--- src/rtl/fsp_pkg.sv ---
`default_nettype none

package fsp_pkg;

    localparam int LEN_BITS_DEF  = 20;
    localparam int LINE_BITS_DEF = 32;
    localparam int QUEUE_DEPTH   = 2;
    localparam int LINE_NUM_W    = 32;

    localparam logic [7:0] CHAR_GT    = 8'h3E;
    localparam logic [7:0] CHAR_SPACE = 8'h20;
    localparam logic [7:0] CHAR_NL    = 8'h0A;

    localparam logic [2:0] KIND_NAME     = 3'd0;
    localparam logic [2:0] KIND_NAME_END = 3'd1;
    localparam logic [2:0] KIND_SEQ      = 3'd2;
    localparam logic [2:0] KIND_ACCEPT   = 3'd3;
    localparam logic [2:0] KIND_ERROR    = 3'd4;

    localparam logic [2:0] ERR_NONE       = 3'd0;
    localparam logic [2:0] ERR_NO_NAME    = 3'd1;
    localparam logic [2:0] ERR_NO_HEADER  = 3'd2;
    localparam logic [2:0] ERR_UNEQUAL    = 3'd3;
    localparam logic [2:0] ERR_INCREASING = 3'd4;
    localparam logic [2:0] ERR_EMPTY      = 3'd5;

    // Classified input item as it travels from front to back
    typedef struct packed {
        logic       is_end;
        logic       is_gt;
        logic       is_space;
        logic       is_nl;
        logic [7:0] text;
    } fsp_item_t;

    typedef struct packed {
        logic [2:0]            kind;
        logic [7:0]            data;
        logic [2:0]            error_code;
        logic [LINE_NUM_W-1:0] line_number;
        logic                  last;
    } fsp_result_t;

endpackage

`default_nettype wire

--- src/rtl/fsp_if.sv ---
`default_nettype none

interface fsp_req_if;
    logic       valid;
    logic       ready;
    logic       req_type;
    logic [7:0] text_byte;

    modport source (output valid, output req_type, output text_byte, input ready);
    modport sink   (input valid, input req_type, input text_byte, output ready);
endinterface

interface fsp_rsp_if;
    logic        valid;
    logic        ready;
    logic [2:0]  kind;
    logic [7:0]  data;
    logic [2:0]  error_code;
    logic [31:0] line_number;
    logic        last;

    modport source (output valid, output kind, output data, output error_code,
                    output line_number, output last, input ready);
    modport sink   (input valid, input kind, input data, input error_code,
                    input line_number, input last, output ready);
endinterface

`default_nettype wire

--- src/rtl/fsp_front.sv ---
`default_nettype none

module fsp_front (
    fsp_req_if.sink          request,
    output logic             push_valid,
    input  logic             push_ready,
    output fsp_pkg::fsp_item_t push_item
);
    import fsp_pkg::*;

    assign push_valid = request.valid;
    assign request.ready = push_ready;

    always_comb
    begin
        push_item.is_end   = request.req_type;
        push_item.is_gt    = (request.text_byte == CHAR_GT);
        push_item.is_space = (request.text_byte == CHAR_SPACE);
        push_item.is_nl    = (request.text_byte == CHAR_NL);
        push_item.text     = request.text_byte;
    end

endmodule

`default_nettype wire

--- src/rtl/fsp_queue.sv ---
`default_nettype none

module fsp_queue (
    input  logic               clk,
    input  logic               rst_n,
    input  logic               push_valid,
    output logic               push_ready,
    input  fsp_pkg::fsp_item_t push_item,
    output logic               pop_valid,
    input  logic               pop_ready,
    output fsp_pkg::fsp_item_t pop_item
);
    import fsp_pkg::*;

    localparam int PTR_W = (QUEUE_DEPTH > 1) ? $clog2(QUEUE_DEPTH) : 1;
    localparam int CNT_W = $clog2(QUEUE_DEPTH + 1);

    fsp_item_t           slot_reg [QUEUE_DEPTH];
    logic [PTR_W-1:0]    wr_ptr_reg;
    logic [PTR_W-1:0]    wr_ptr_next;
    logic [PTR_W-1:0]    rd_ptr_reg;
    logic [PTR_W-1:0]    rd_ptr_next;
    logic [CNT_W-1:0]    count_reg;
    logic [CNT_W-1:0]    count_next;
    logic                do_push;
    logic                do_pop;

    assign push_ready = (count_reg != CNT_W'(QUEUE_DEPTH));
    assign pop_valid  = (count_reg != '0);
    assign pop_item   = slot_reg[rd_ptr_reg];
    assign do_push    = push_valid && push_ready;
    assign do_pop     = pop_valid && pop_ready;

    always_comb
    begin
        wr_ptr_next = wr_ptr_reg;
        rd_ptr_next = rd_ptr_reg;
        count_next  = count_reg;
        if (do_push)
        begin
            wr_ptr_next = (wr_ptr_reg == PTR_W'(QUEUE_DEPTH - 1)) ? '0 : wr_ptr_reg + 1'b1;
        end
        if (do_pop)
        begin
            rd_ptr_next = (rd_ptr_reg == PTR_W'(QUEUE_DEPTH - 1)) ? '0 : rd_ptr_reg + 1'b1;
        end
        if (do_push && !do_pop)
        begin
            count_next = count_reg + 1'b1;
        end
        else if (do_pop && !do_push)
        begin
            count_next = count_reg - 1'b1;
        end
    end

    always_ff @(posedge clk or negedge rst_n)
    begin
        if (!rst_n)
        begin
            wr_ptr_reg <= '0;
            rd_ptr_reg <= '0;
            count_reg  <= '0;
        end
        else
        begin
            wr_ptr_reg <= wr_ptr_next;
            rd_ptr_reg <= rd_ptr_next;
            count_reg  <= count_next;
        end
    end

    always_ff @(posedge clk)
    begin
        if (do_push)
        begin
            slot_reg[wr_ptr_reg] <= push_item;
        end
    end

endmodule

`default_nettype wire

--- src/rtl/fsp_back.sv ---
`default_nettype none

module fsp_back #(
    parameter int LEN_BITS  = fsp_pkg::LEN_BITS_DEF,
    parameter int LINE_BITS = fsp_pkg::LINE_BITS_DEF
) (
    input  logic               clk,
    input  logic               rst_n,
    input  logic               pop_valid,
    output logic               pop_ready,
    input  fsp_pkg::fsp_item_t pop_item,
    fsp_rsp_if.source          result
);
    import fsp_pkg::*;

    localparam logic [2:0] MODE_LINE_START  = 3'd0;
    localparam logic [2:0] MODE_NAME_FIRST  = 3'd1;
    localparam logic [2:0] MODE_NAME        = 3'd2;
    localparam logic [2:0] MODE_HEADER_REST = 3'd3;
    localparam logic [2:0] MODE_SEQ         = 3'd4;
    localparam logic [2:0] MODE_ERROR       = 3'd5;

    logic [2:0]           mode_reg;
    logic [2:0]           mode_next;
    logic                 header_seen_reg;
    logic                 header_seen_next;
    logic [LEN_BITS-1:0]  line_len_reg;
    logic [LEN_BITS-1:0]  line_len_next;
    logic [LEN_BITS-1:0]  prev_len_reg;
    logic [LEN_BITS-1:0]  prev_len_next;
    logic                 prev_valid_reg;
    logic                 prev_valid_next;
    logic [LEN_BITS-1:0]  pprev_len_reg;
    logic [LEN_BITS-1:0]  pprev_len_next;
    logic                 pprev_valid_reg;
    logic                 pprev_valid_next;
    logic [LINE_BITS-1:0] line_cnt_reg;
    logic [LINE_BITS-1:0] line_cnt_next;
    logic                 end_phase_reg;
    logic                 end_phase_next;
    logic                 out_valid_reg;
    fsp_result_t          out_reg;
    fsp_result_t          out_next;
    logic                 out_load;
    logic                 out_room;

    logic [LINE_BITS-1:0]  line_cnt_inc;
    logic [LEN_BITS-1:0]   line_len_inc;
    logic [LINE_NUM_W-1:0] line_num_cur;
    logic [LINE_NUM_W-1:0] line_num_inc;

    assign line_cnt_inc = (line_cnt_reg == '1) ? line_cnt_reg
                                               : line_cnt_reg + LINE_BITS'(1);
    assign line_len_inc = (line_len_reg == '1) ? line_len_reg
                                               : line_len_reg + LEN_BITS'(1);

    // Clamp the line counter onto the 32-bit result field
    generate
        if (LINE_BITS > LINE_NUM_W)
        begin : g_line_wide
            assign line_num_cur = (|line_cnt_reg[LINE_BITS-1:LINE_NUM_W]) ? '1
                                  : line_cnt_reg[LINE_NUM_W-1:0];
            assign line_num_inc = (|line_cnt_inc[LINE_BITS-1:LINE_NUM_W]) ? '1
                                  : line_cnt_inc[LINE_NUM_W-1:0];
        end
        else
        begin : g_line_narrow
            assign line_num_cur = LINE_NUM_W'(line_cnt_reg);
            assign line_num_inc = LINE_NUM_W'(line_cnt_inc);
        end
    endgenerate

    assign out_room = !out_valid_reg || result.ready;

    always_comb
    begin
        mode_next        = mode_reg;
        header_seen_next = header_seen_reg;
        line_len_next    = line_len_reg;
        prev_len_next    = prev_len_reg;
        prev_valid_next  = prev_valid_reg;
        pprev_len_next   = pprev_len_reg;
        pprev_valid_next = pprev_valid_reg;
        line_cnt_next    = line_cnt_reg;
        end_phase_next   = end_phase_reg;
        pop_ready        = 1'b0;
        out_load         = 1'b0;
        out_next         = '0;

        if (pop_valid)
        begin
            if (!pop_item.is_end)
            begin
                if (mode_reg == MODE_ERROR)
                begin
                    // drop bytes until the end item
                    pop_ready = 1'b1;
                end
                else if (out_room)
                begin
                    pop_ready     = 1'b1;
                    out_load      = 1'b1;
                    out_next.last = 1'b1;
                    out_next.kind = KIND_ACCEPT;
                    unique case (mode_reg)
                        MODE_LINE_START:
                        begin
                            line_cnt_next = line_cnt_inc;
                            if (pop_item.is_gt)
                            begin
                                header_seen_next = 1'b1;
                                prev_valid_next  = 1'b0;
                                pprev_valid_next = 1'b0;
                                prev_len_next    = '0;
                                pprev_len_next   = '0;
                                mode_next        = MODE_NAME_FIRST;
                            end
                            else if (!header_seen_reg)
                            begin
                                out_next.kind        = KIND_ERROR;
                                out_next.error_code  = ERR_NO_HEADER;
                                out_next.line_number = line_num_inc;
                                mode_next            = MODE_ERROR;
                            end
                            else if (pop_item.is_nl)
                            begin
                                // empty line closes as a line of length zero
                                pprev_len_next   = prev_len_reg;
                                pprev_valid_next = prev_valid_reg;
                                prev_len_next    = '0;
                                prev_valid_next  = 1'b1;
                                line_len_next    = '0;
                            end
                            else if (pprev_valid_reg && (prev_len_reg != pprev_len_reg))
                            begin
                                out_next.kind        = KIND_ERROR;
                                out_next.error_code  = ERR_UNEQUAL;
                                out_next.line_number = line_num_inc;
                                mode_next            = MODE_ERROR;
                            end
                            else if (prev_valid_reg && (prev_len_reg == '0))
                            begin
                                line_len_next        = LEN_BITS'(1);
                                out_next.kind        = KIND_ERROR;
                                out_next.error_code  = ERR_INCREASING;
                                out_next.line_number = line_num_inc;
                                mode_next            = MODE_ERROR;
                            end
                            else
                            begin
                                line_len_next = LEN_BITS'(1);
                                mode_next     = MODE_SEQ;
                                out_next.kind = KIND_SEQ;
                                out_next.data = pop_item.text;
                            end
                        end
                        MODE_NAME_FIRST:
                        begin
                            if (pop_item.is_space || pop_item.is_nl)
                            begin
                                out_next.kind        = KIND_ERROR;
                                out_next.error_code  = ERR_NO_NAME;
                                out_next.line_number = line_num_cur;
                                mode_next            = MODE_ERROR;
                            end
                            else
                            begin
                                mode_next     = MODE_NAME;
                                out_next.kind = KIND_NAME;
                                out_next.data = pop_item.text;
                            end
                        end
                        MODE_NAME:
                        begin
                            if (pop_item.is_nl)
                            begin
                                mode_next     = MODE_LINE_START;
                                out_next.kind = KIND_NAME_END;
                            end
                            else if (pop_item.is_space)
                            begin
                                mode_next = MODE_HEADER_REST;
                            end
                            else
                            begin
                                out_next.kind = KIND_NAME;
                                out_next.data = pop_item.text;
                            end
                        end
                        MODE_HEADER_REST:
                        begin
                            if (pop_item.is_nl)
                            begin
                                mode_next     = MODE_LINE_START;
                                out_next.kind = KIND_NAME_END;
                            end
                        end
                        MODE_SEQ:
                        begin
                            if (pop_item.is_nl)
                            begin
                                pprev_len_next   = prev_len_reg;
                                pprev_valid_next = prev_valid_reg;
                                prev_len_next    = line_len_reg;
                                prev_valid_next  = 1'b1;
                                line_len_next    = '0;
                                mode_next        = MODE_LINE_START;
                            end
                            else
                            begin
                                line_len_next = line_len_inc;
                                if (prev_valid_reg && (line_len_inc > prev_len_reg))
                                begin
                                    out_next.kind        = KIND_ERROR;
                                    out_next.error_code  = ERR_INCREASING;
                                    out_next.line_number = line_num_cur;
                                    mode_next            = MODE_ERROR;
                                end
                                else
                                begin
                                    out_next.kind = KIND_SEQ;
                                    out_next.data = pop_item.text;
                                end
                            end
                        end
                        default:
                        begin
                            out_load = 1'b0;
                        end
                    endcase
                end
            end
            else if (mode_reg == MODE_ERROR)
            begin
                // silent recovery: consume the end item and start over
                pop_ready        = 1'b1;
                mode_next        = MODE_LINE_START;
                header_seen_next = 1'b0;
                line_len_next    = '0;
                prev_len_next    = '0;
                prev_valid_next  = 1'b0;
                pprev_len_next   = '0;
                pprev_valid_next = 1'b0;
                line_cnt_next    = '0;
                end_phase_next   = 1'b0;
            end
            else if (out_room)
            begin
                out_load = 1'b1;
                if (((mode_reg == MODE_NAME) || (mode_reg == MODE_HEADER_REST))
                    && !end_phase_reg)
                begin
                    // close the open header first; the end item stays queued and is taken with the final result
                    out_next.kind  = KIND_NAME_END;
                    end_phase_next = 1'b1;
                end
                else
                begin
                    pop_ready     = 1'b1;
                    out_next.last = 1'b1;
                    if (mode_reg == MODE_NAME_FIRST)
                    begin
                        out_next.kind        = KIND_ERROR;
                        out_next.error_code  = ERR_NO_NAME;
                        out_next.line_number = line_num_cur;
                    end
                    else if (!header_seen_reg)
                    begin
                        out_next.kind       = KIND_ERROR;
                        out_next.error_code = ERR_EMPTY;
                    end
                    else
                    begin
                        out_next.kind = KIND_ACCEPT;
                    end
                    mode_next        = MODE_LINE_START;
                    header_seen_next = 1'b0;
                    line_len_next    = '0;
                    prev_len_next    = '0;
                    prev_valid_next  = 1'b0;
                    pprev_len_next   = '0;
                    pprev_valid_next = 1'b0;
                    line_cnt_next    = '0;
                    end_phase_next   = 1'b0;
                end
            end
        end
    end

    always_ff @(posedge clk or negedge rst_n)
    begin
        if (!rst_n)
        begin
            mode_reg        <= MODE_LINE_START;
            header_seen_reg <= 1'b0;
            line_len_reg    <= '0;
            prev_len_reg    <= '0;
            prev_valid_reg  <= 1'b0;
            pprev_len_reg   <= '0;
            pprev_valid_reg <= 1'b0;
            line_cnt_reg    <= '0;
            end_phase_reg   <= 1'b0;
            out_valid_reg   <= 1'b0;
        end
        else
        begin
            mode_reg        <= mode_next;
            header_seen_reg <= header_seen_next;
            line_len_reg    <= line_len_next;
            prev_len_reg    <= prev_len_next;
            prev_valid_reg  <= prev_valid_next;
            pprev_len_reg   <= pprev_len_next;
            pprev_valid_reg <= pprev_valid_next;
            line_cnt_reg    <= line_cnt_next;
            end_phase_reg   <= end_phase_next;
            if (out_load)
            begin
                out_valid_reg <= 1'b1;
            end
            else if (result.ready)
            begin
                out_valid_reg <= 1'b0;
            end
        end
    end

    always_ff @(posedge clk)
    begin
        if (out_load)
        begin
            out_reg <= out_next;
        end
    end

    assign result.valid       = out_valid_reg;
    assign result.kind        = out_reg.kind;
    assign result.data        = out_reg.data;
    assign result.error_code  = out_reg.error_code;
    assign result.line_number = out_reg.line_number;
    assign result.last        = out_reg.last;

endmodule

`default_nettype wire

--- src/rtl/fasta_stream_parser.sv ---
`default_nettype none

// FASTA stream parser. Send one text byte per request item (req_type 0) and
// close the input with an end item (req_type 1). Header names come out byte
// by byte with a name-end mark, sequence bytes come out without newlines, and
// every other byte yields an "accepted" result; the first rule violation yields
// an error with its line number (none for an empty input), after which bytes
// are dropped until the end item. Throughput is one item per cycle while the
// result side does not stall: each byte that is not dropped gives one result and
// the back-end state machine retires one item per clock. An end item that closes
// an open header gives two results. A two-entry queue sits between the byte
// classifier and the state machine, and a single output register holds each
// result, so an accepted byte passes a queue slot and then the output register.
module fasta_stream_parser #(
    parameter int LEN_BITS  = fsp_pkg::LEN_BITS_DEF,
    parameter int LINE_BITS = fsp_pkg::LINE_BITS_DEF
) (
    input  wire        clk,
    input  wire        rst_n,
    fsp_req_if.sink    request,
    fsp_rsp_if.source  result
);
    import fsp_pkg::*;

    logic      push_valid;
    logic      push_ready;
    fsp_item_t push_item;
    logic      pop_valid;
    logic      pop_ready;
    fsp_item_t pop_item;

    fsp_front u_front (
        .request    (request),
        .push_valid (push_valid),
        .push_ready (push_ready),
        .push_item  (push_item)
    );

    fsp_queue u_queue (
        .clk        (clk),
        .rst_n      (rst_n),
        .push_valid (push_valid),
        .push_ready (push_ready),
        .push_item  (push_item),
        .pop_valid  (pop_valid),
        .pop_ready  (pop_ready),
        .pop_item   (pop_item)
    );

    fsp_back #(
        .LEN_BITS  (LEN_BITS),
        .LINE_BITS (LINE_BITS)
    ) u_back (
        .clk       (clk),
        .rst_n     (rst_n),
        .pop_valid (pop_valid),
        .pop_ready (pop_ready),
        .pop_item  (pop_item),
        .result    (result)
    );

endmodule

`default_nettype wire

--- src/flat_wrapper.sv ---
// flat-port wrapper written by rule: the top's interface ports become plain ports
module fasta_stream_parser_flat import fsp_pkg::*;
#(
    parameter int LEN_BITS  = fsp_pkg::LEN_BITS_DEF,
    parameter int LINE_BITS = fsp_pkg::LINE_BITS_DEF
)
  (clk, rst_n, request_valid, request_req_type, request_text_byte, request_ready, result_valid, result_kind, result_data, result_error_code, result_line_number, result_last, result_ready);
  fsp_req_if request_i ();
  fsp_rsp_if result_i ();
  input  wire clk;
  input  wire rst_n;
  input wire logic [$bits(request_i.valid)-1:0] request_valid;
  input wire logic [$bits(request_i.req_type)-1:0] request_req_type;
  input wire logic [$bits(request_i.text_byte)-1:0] request_text_byte;
  output wire logic [$bits(request_i.ready)-1:0] request_ready;
  output wire logic [$bits(result_i.valid)-1:0] result_valid;
  output wire logic [$bits(result_i.kind)-1:0] result_kind;
  output wire logic [$bits(result_i.data)-1:0] result_data;
  output wire logic [$bits(result_i.error_code)-1:0] result_error_code;
  output wire logic [$bits(result_i.line_number)-1:0] result_line_number;
  output wire logic [$bits(result_i.last)-1:0] result_last;
  input wire logic [$bits(result_i.ready)-1:0] result_ready;
  assign request_i.valid = request_valid;
  assign request_i.req_type = request_req_type;
  assign request_i.text_byte = request_text_byte;
  assign request_ready = request_i.ready;
  assign result_valid = result_i.valid;
  assign result_kind = result_i.kind;
  assign result_data = result_i.data;
  assign result_error_code = result_i.error_code;
  assign result_line_number = result_i.line_number;
  assign result_last = result_i.last;
  assign result_i.ready = result_ready;
  fasta_stream_parser #(.LEN_BITS(LEN_BITS), .LINE_BITS(LINE_BITS)) u_core (.clk(clk), .rst_n(rst_n), .request(request_i), .result(result_i));
endmodule
--- config.mk ---
export PLATFORM = sky130hd
export DESIGN_NAME = fasta_stream_parser_flat
export DESIGN_NICKNAME = d
export VERILOG_FILES = /design/src/rtl/fsp_pkg.sv /design/src/rtl/fsp_if.sv /design/src/rtl/fsp_front.sv /design/src/rtl/fsp_queue.sv /design/src/rtl/fsp_back.sv /design/src/rtl/fasta_stream_parser.sv /design/src/flat_wrapper.sv
export SDC_FILE = /design/constraint.sdc
export NUM_CORES = 1
export LEC_CHECK = 0
export BUFFER_PORTS_ARGS = -buffer_cell sky130_fd_sc_hd__buf_2
export CORE_MARGIN = 2
export CORE_UTILIZATION = 25
export CTS_CLUSTER_SIZE = 24
export DETAILED_ROUTE_END_ITERATION = 12
export HOLD_SLACK_MARGIN = 0.1
export PLACE_DENSITY_LB_ADDON = 0.12
export SLEW_MARGIN = 20
export SYNTH_ARGS = -nofsm -noshare
export SYNTH_HDL_FRONTEND = slang
export SYNTH_SLANG_ARGS = --single-unit
--- constraint.sdc ---
create_clock -name clk -period 11.65 [get_ports clk]
set_clock_uncertainty 0.15 [all_clocks]
set_input_delay 3.495 -clock clk [delete_from_list [all_inputs] [get_ports clk]]
set_output_delay 3.495 -clock clk [all_outputs]
set_load 0.02 [all_outputs]
==> metrics.csv <==
metric;value;unit
cts_tree;built;
num_rows;73;
period_needed;5.64;ns
area_delta_synth_final;12.9;%
power_density;219;nW/µm²
grt_pass1_vias;7465;
synth-simple-area-share;19.1;%
tightest_slew;1.02;ns
ys_seq_elements;175;
io_pins;62;
critPathCaptureType;flop;
n_fill_cell;4313;
cp_common_cell;a21oi_1;
yosys-mux-area-fraction;4.11;%
synth-main-ff-cell;dfrtp_1;
grt_max_degree;63;
cap_viol_max_count;0;
die_h;205;µm
drv_slew;0;
core;39800;µm²
dpl_cell_area;10800;µm²
seqCellArea;4730;µm²
synth_compound_area_share;18.2;%
yosys-top-cells-count;nor2_1 (108), dfrtp_1 (104), o21ai_0 (76);
netlist_instances;1010;
timing.hold.worst_path_depth;1;
drt_iter0_markers;648;
synth_area_leaders;dfrtp_1 (26%), edfxtp_1 (21%), nor2_1 (4.0%);
clockBufferDepth;2;
fin_area;11400;µm²
synth_area_per_cell;10.0;µm²
path_cells;buf_2 -> nor2b_1 -> a21oi_1 -> nand2_1 -> a21oi_1 -> a21oi_2 -> o21ai_0 -> o31ai_1;
cts_setup_buffers;0;
htree_levels;4;
routed_wl;27900;µm
async_reset_ff_share;59.4;%
rsz0062_at_grt;no;
crit_fanout;19;
drcViolationCount;0;
max_clock_freq;177;MHz
hold_viol;0;
setup_slack;6.01;ns
slew-limit-headroom;32.2;%
path_class;in2reg;
outcome;completed;
initial_core_util;25.4;%
die-area;42100;µm²
numClockSinks;175;
synth_top_area_share;25.7;%
synth.yosys.seq_area_share;46.8;%
fin_crit_sh;48.4;%
clk_latency;0.46;ns
cts_hold_buf;0;
mappedNetlistNets;1046;
num_vias;7788;
pre_cts_ws;5.49;ns
synth_top_family_by_area;simple AND/OR/NAND/NOR gates;
irDropWorstVdd;128;µV
synth.most_common_cell;nor2_1;
crit_required;11.85;ns
antenna_found_initial;0;
synth_warnings;0;
cts-resized-gates;0;
drive_gt1_share;15.5;%
multi_input_area;4910;µm²
clkTransAtPathRegs;0.07;ns
wl_per_cell;17.6;µm
finalSetupViolCount;0;
finalSetupTns;0;ns
detail-route-antenna-nets;0;
synth_xor_xnor_area_share;3.89;%
synth_edf_count;71;
leakagePower;4.78;nW
via_per_inst;4.92;
globalplace.congestion;0.781;
final_nets;1080;
gr-usage-all-layers;13.7;%
synth_fa_ha_area_share;2.84;%
dp_hpwl;19200;µm
crit_path_start_kind;input pin;
synth_cell_type_count;91;
firstDrtPassIters;5;
overflow;0;
crit_slowest_cell;a21oi_2;
num_antenna_cells;0;
grt_pass1_wl;44600;µm
yosys.area.top_type;dfrtp_1;
root_buffer;clkbuf_16;
min_path_type;reg2reg;
crit_arrival;5.84;ns
cpPeakStageDelay;0.77;ns
numCtsBuffers;17;
io_buffers;61;
synth_area;10100;µm²
reg2reg_depth;15;
die_x;205;µm
final cells by class:
cell class              count  area share, %
clock buffers              23           4.65
clock inverters             9          0.591
inverters                  36           1.18
multi-input cells         742           43.0
flip-flops and latches    175           41.4
well taps                 525           5.75
repair buffers             72           3.42
cells in the final DEF, fill, tap and decap left out, drive strengths merged, types with 29 or more instances in the layout:
cell type | netlist | layout
inv | 36 | 40
nor2 | 111 | 111
edfxtp | 71 | 71
dfrtp | 104 | 104
o21ai | 84 | 84
mux2i | 34 | 34
xor2 | 33 | 33
o31ai | 29 | 29
buf | 35 | 72
a21oi | 57 | 57
nand2 | 75 | 75
nand3 | 51 | 51
where the power goes:
part	leakage (nW)	internal [mW]	switching, mW
sequential	2.14	0.798	0.0972
clock	0.292	0.325	0.265
combinational	2.35	0.303	0.719
total	4.78	1.43	1.08
cell families (layout without fill, tap and decap cells):
kind of cell,after synthesis,count (layout)
simple gates,366,366
fa+ha+maj,23,23
compound gates,269,269
xor+xnor,45,45
buf+inv,93,140
mux,39,39
flops,175,175
critical path, delay by kind of cell:
family | cells | cell delay, ns
AOI/OAI and AO/OA | 5 | 1.37
buffers and inverters | 1 | 0.10
and+or+nand+nor | 2 | 0.86
metal layers:
layer | up-vias | track usage, % | part of all wire, %
met3 | 20 | 2.87 | 3.7
met1 | 3805 | 19.9 | 50
met2 | 150 | 20.4 | 45
li1 | 3813 | - | -
met5 | - | 0 | 0
met4 | 0 | 3.85 | 1.4
through the flow:
stage          total power, mW  hold WS (ns)  std cells  util [%]
6_report                  2.51         0.364       1582      28.7
4_1_cts                   2.55         0.346       1582      28.7
5_1_grt                   2.68         0.388       1582      28.7
3_5_place_dp              1.95         0.332       1550      27.2
2_1_floorplan             1.63         0.311       1010         -
3_3_place_gp              1.96         0.326       1550      27.2
worst paths after layout:
check | startpoint | end | slack, ns
max in group asynchronous | rst_n | u_core.u_back.line_cnt_reg[7]$_DFFE_PN0P_ | 7.11
max | result_ready | u_core.u_back.line_len_reg[10]$_DFFE_PN0P_ | 6.01
min in group asynchronous | rst_n | u_core.u_back.line_len_reg[7]$_DFFE_PN0P_ | 2.91
max reg2reg | u_core.u_back.line_len_reg[0]$_DFFE_PN0P_ | u_core.u_back.result.line_number[22]$_SDFFCE_PP0P_ | 6.14
min | u_core.u_queue.wr_ptr_reg$_DFFE_PN0P_ | u_core.u_queue.wr_ptr_reg$_DFFE_PN0P_ | 0.36
min reg2reg | u_core.u_queue.wr_ptr_reg$_DFFE_PN0P_ | u_core.u_queue.wr_ptr_reg$_DFFE_PN0P_ | 0.36
(Power assumes the default switching activity.)
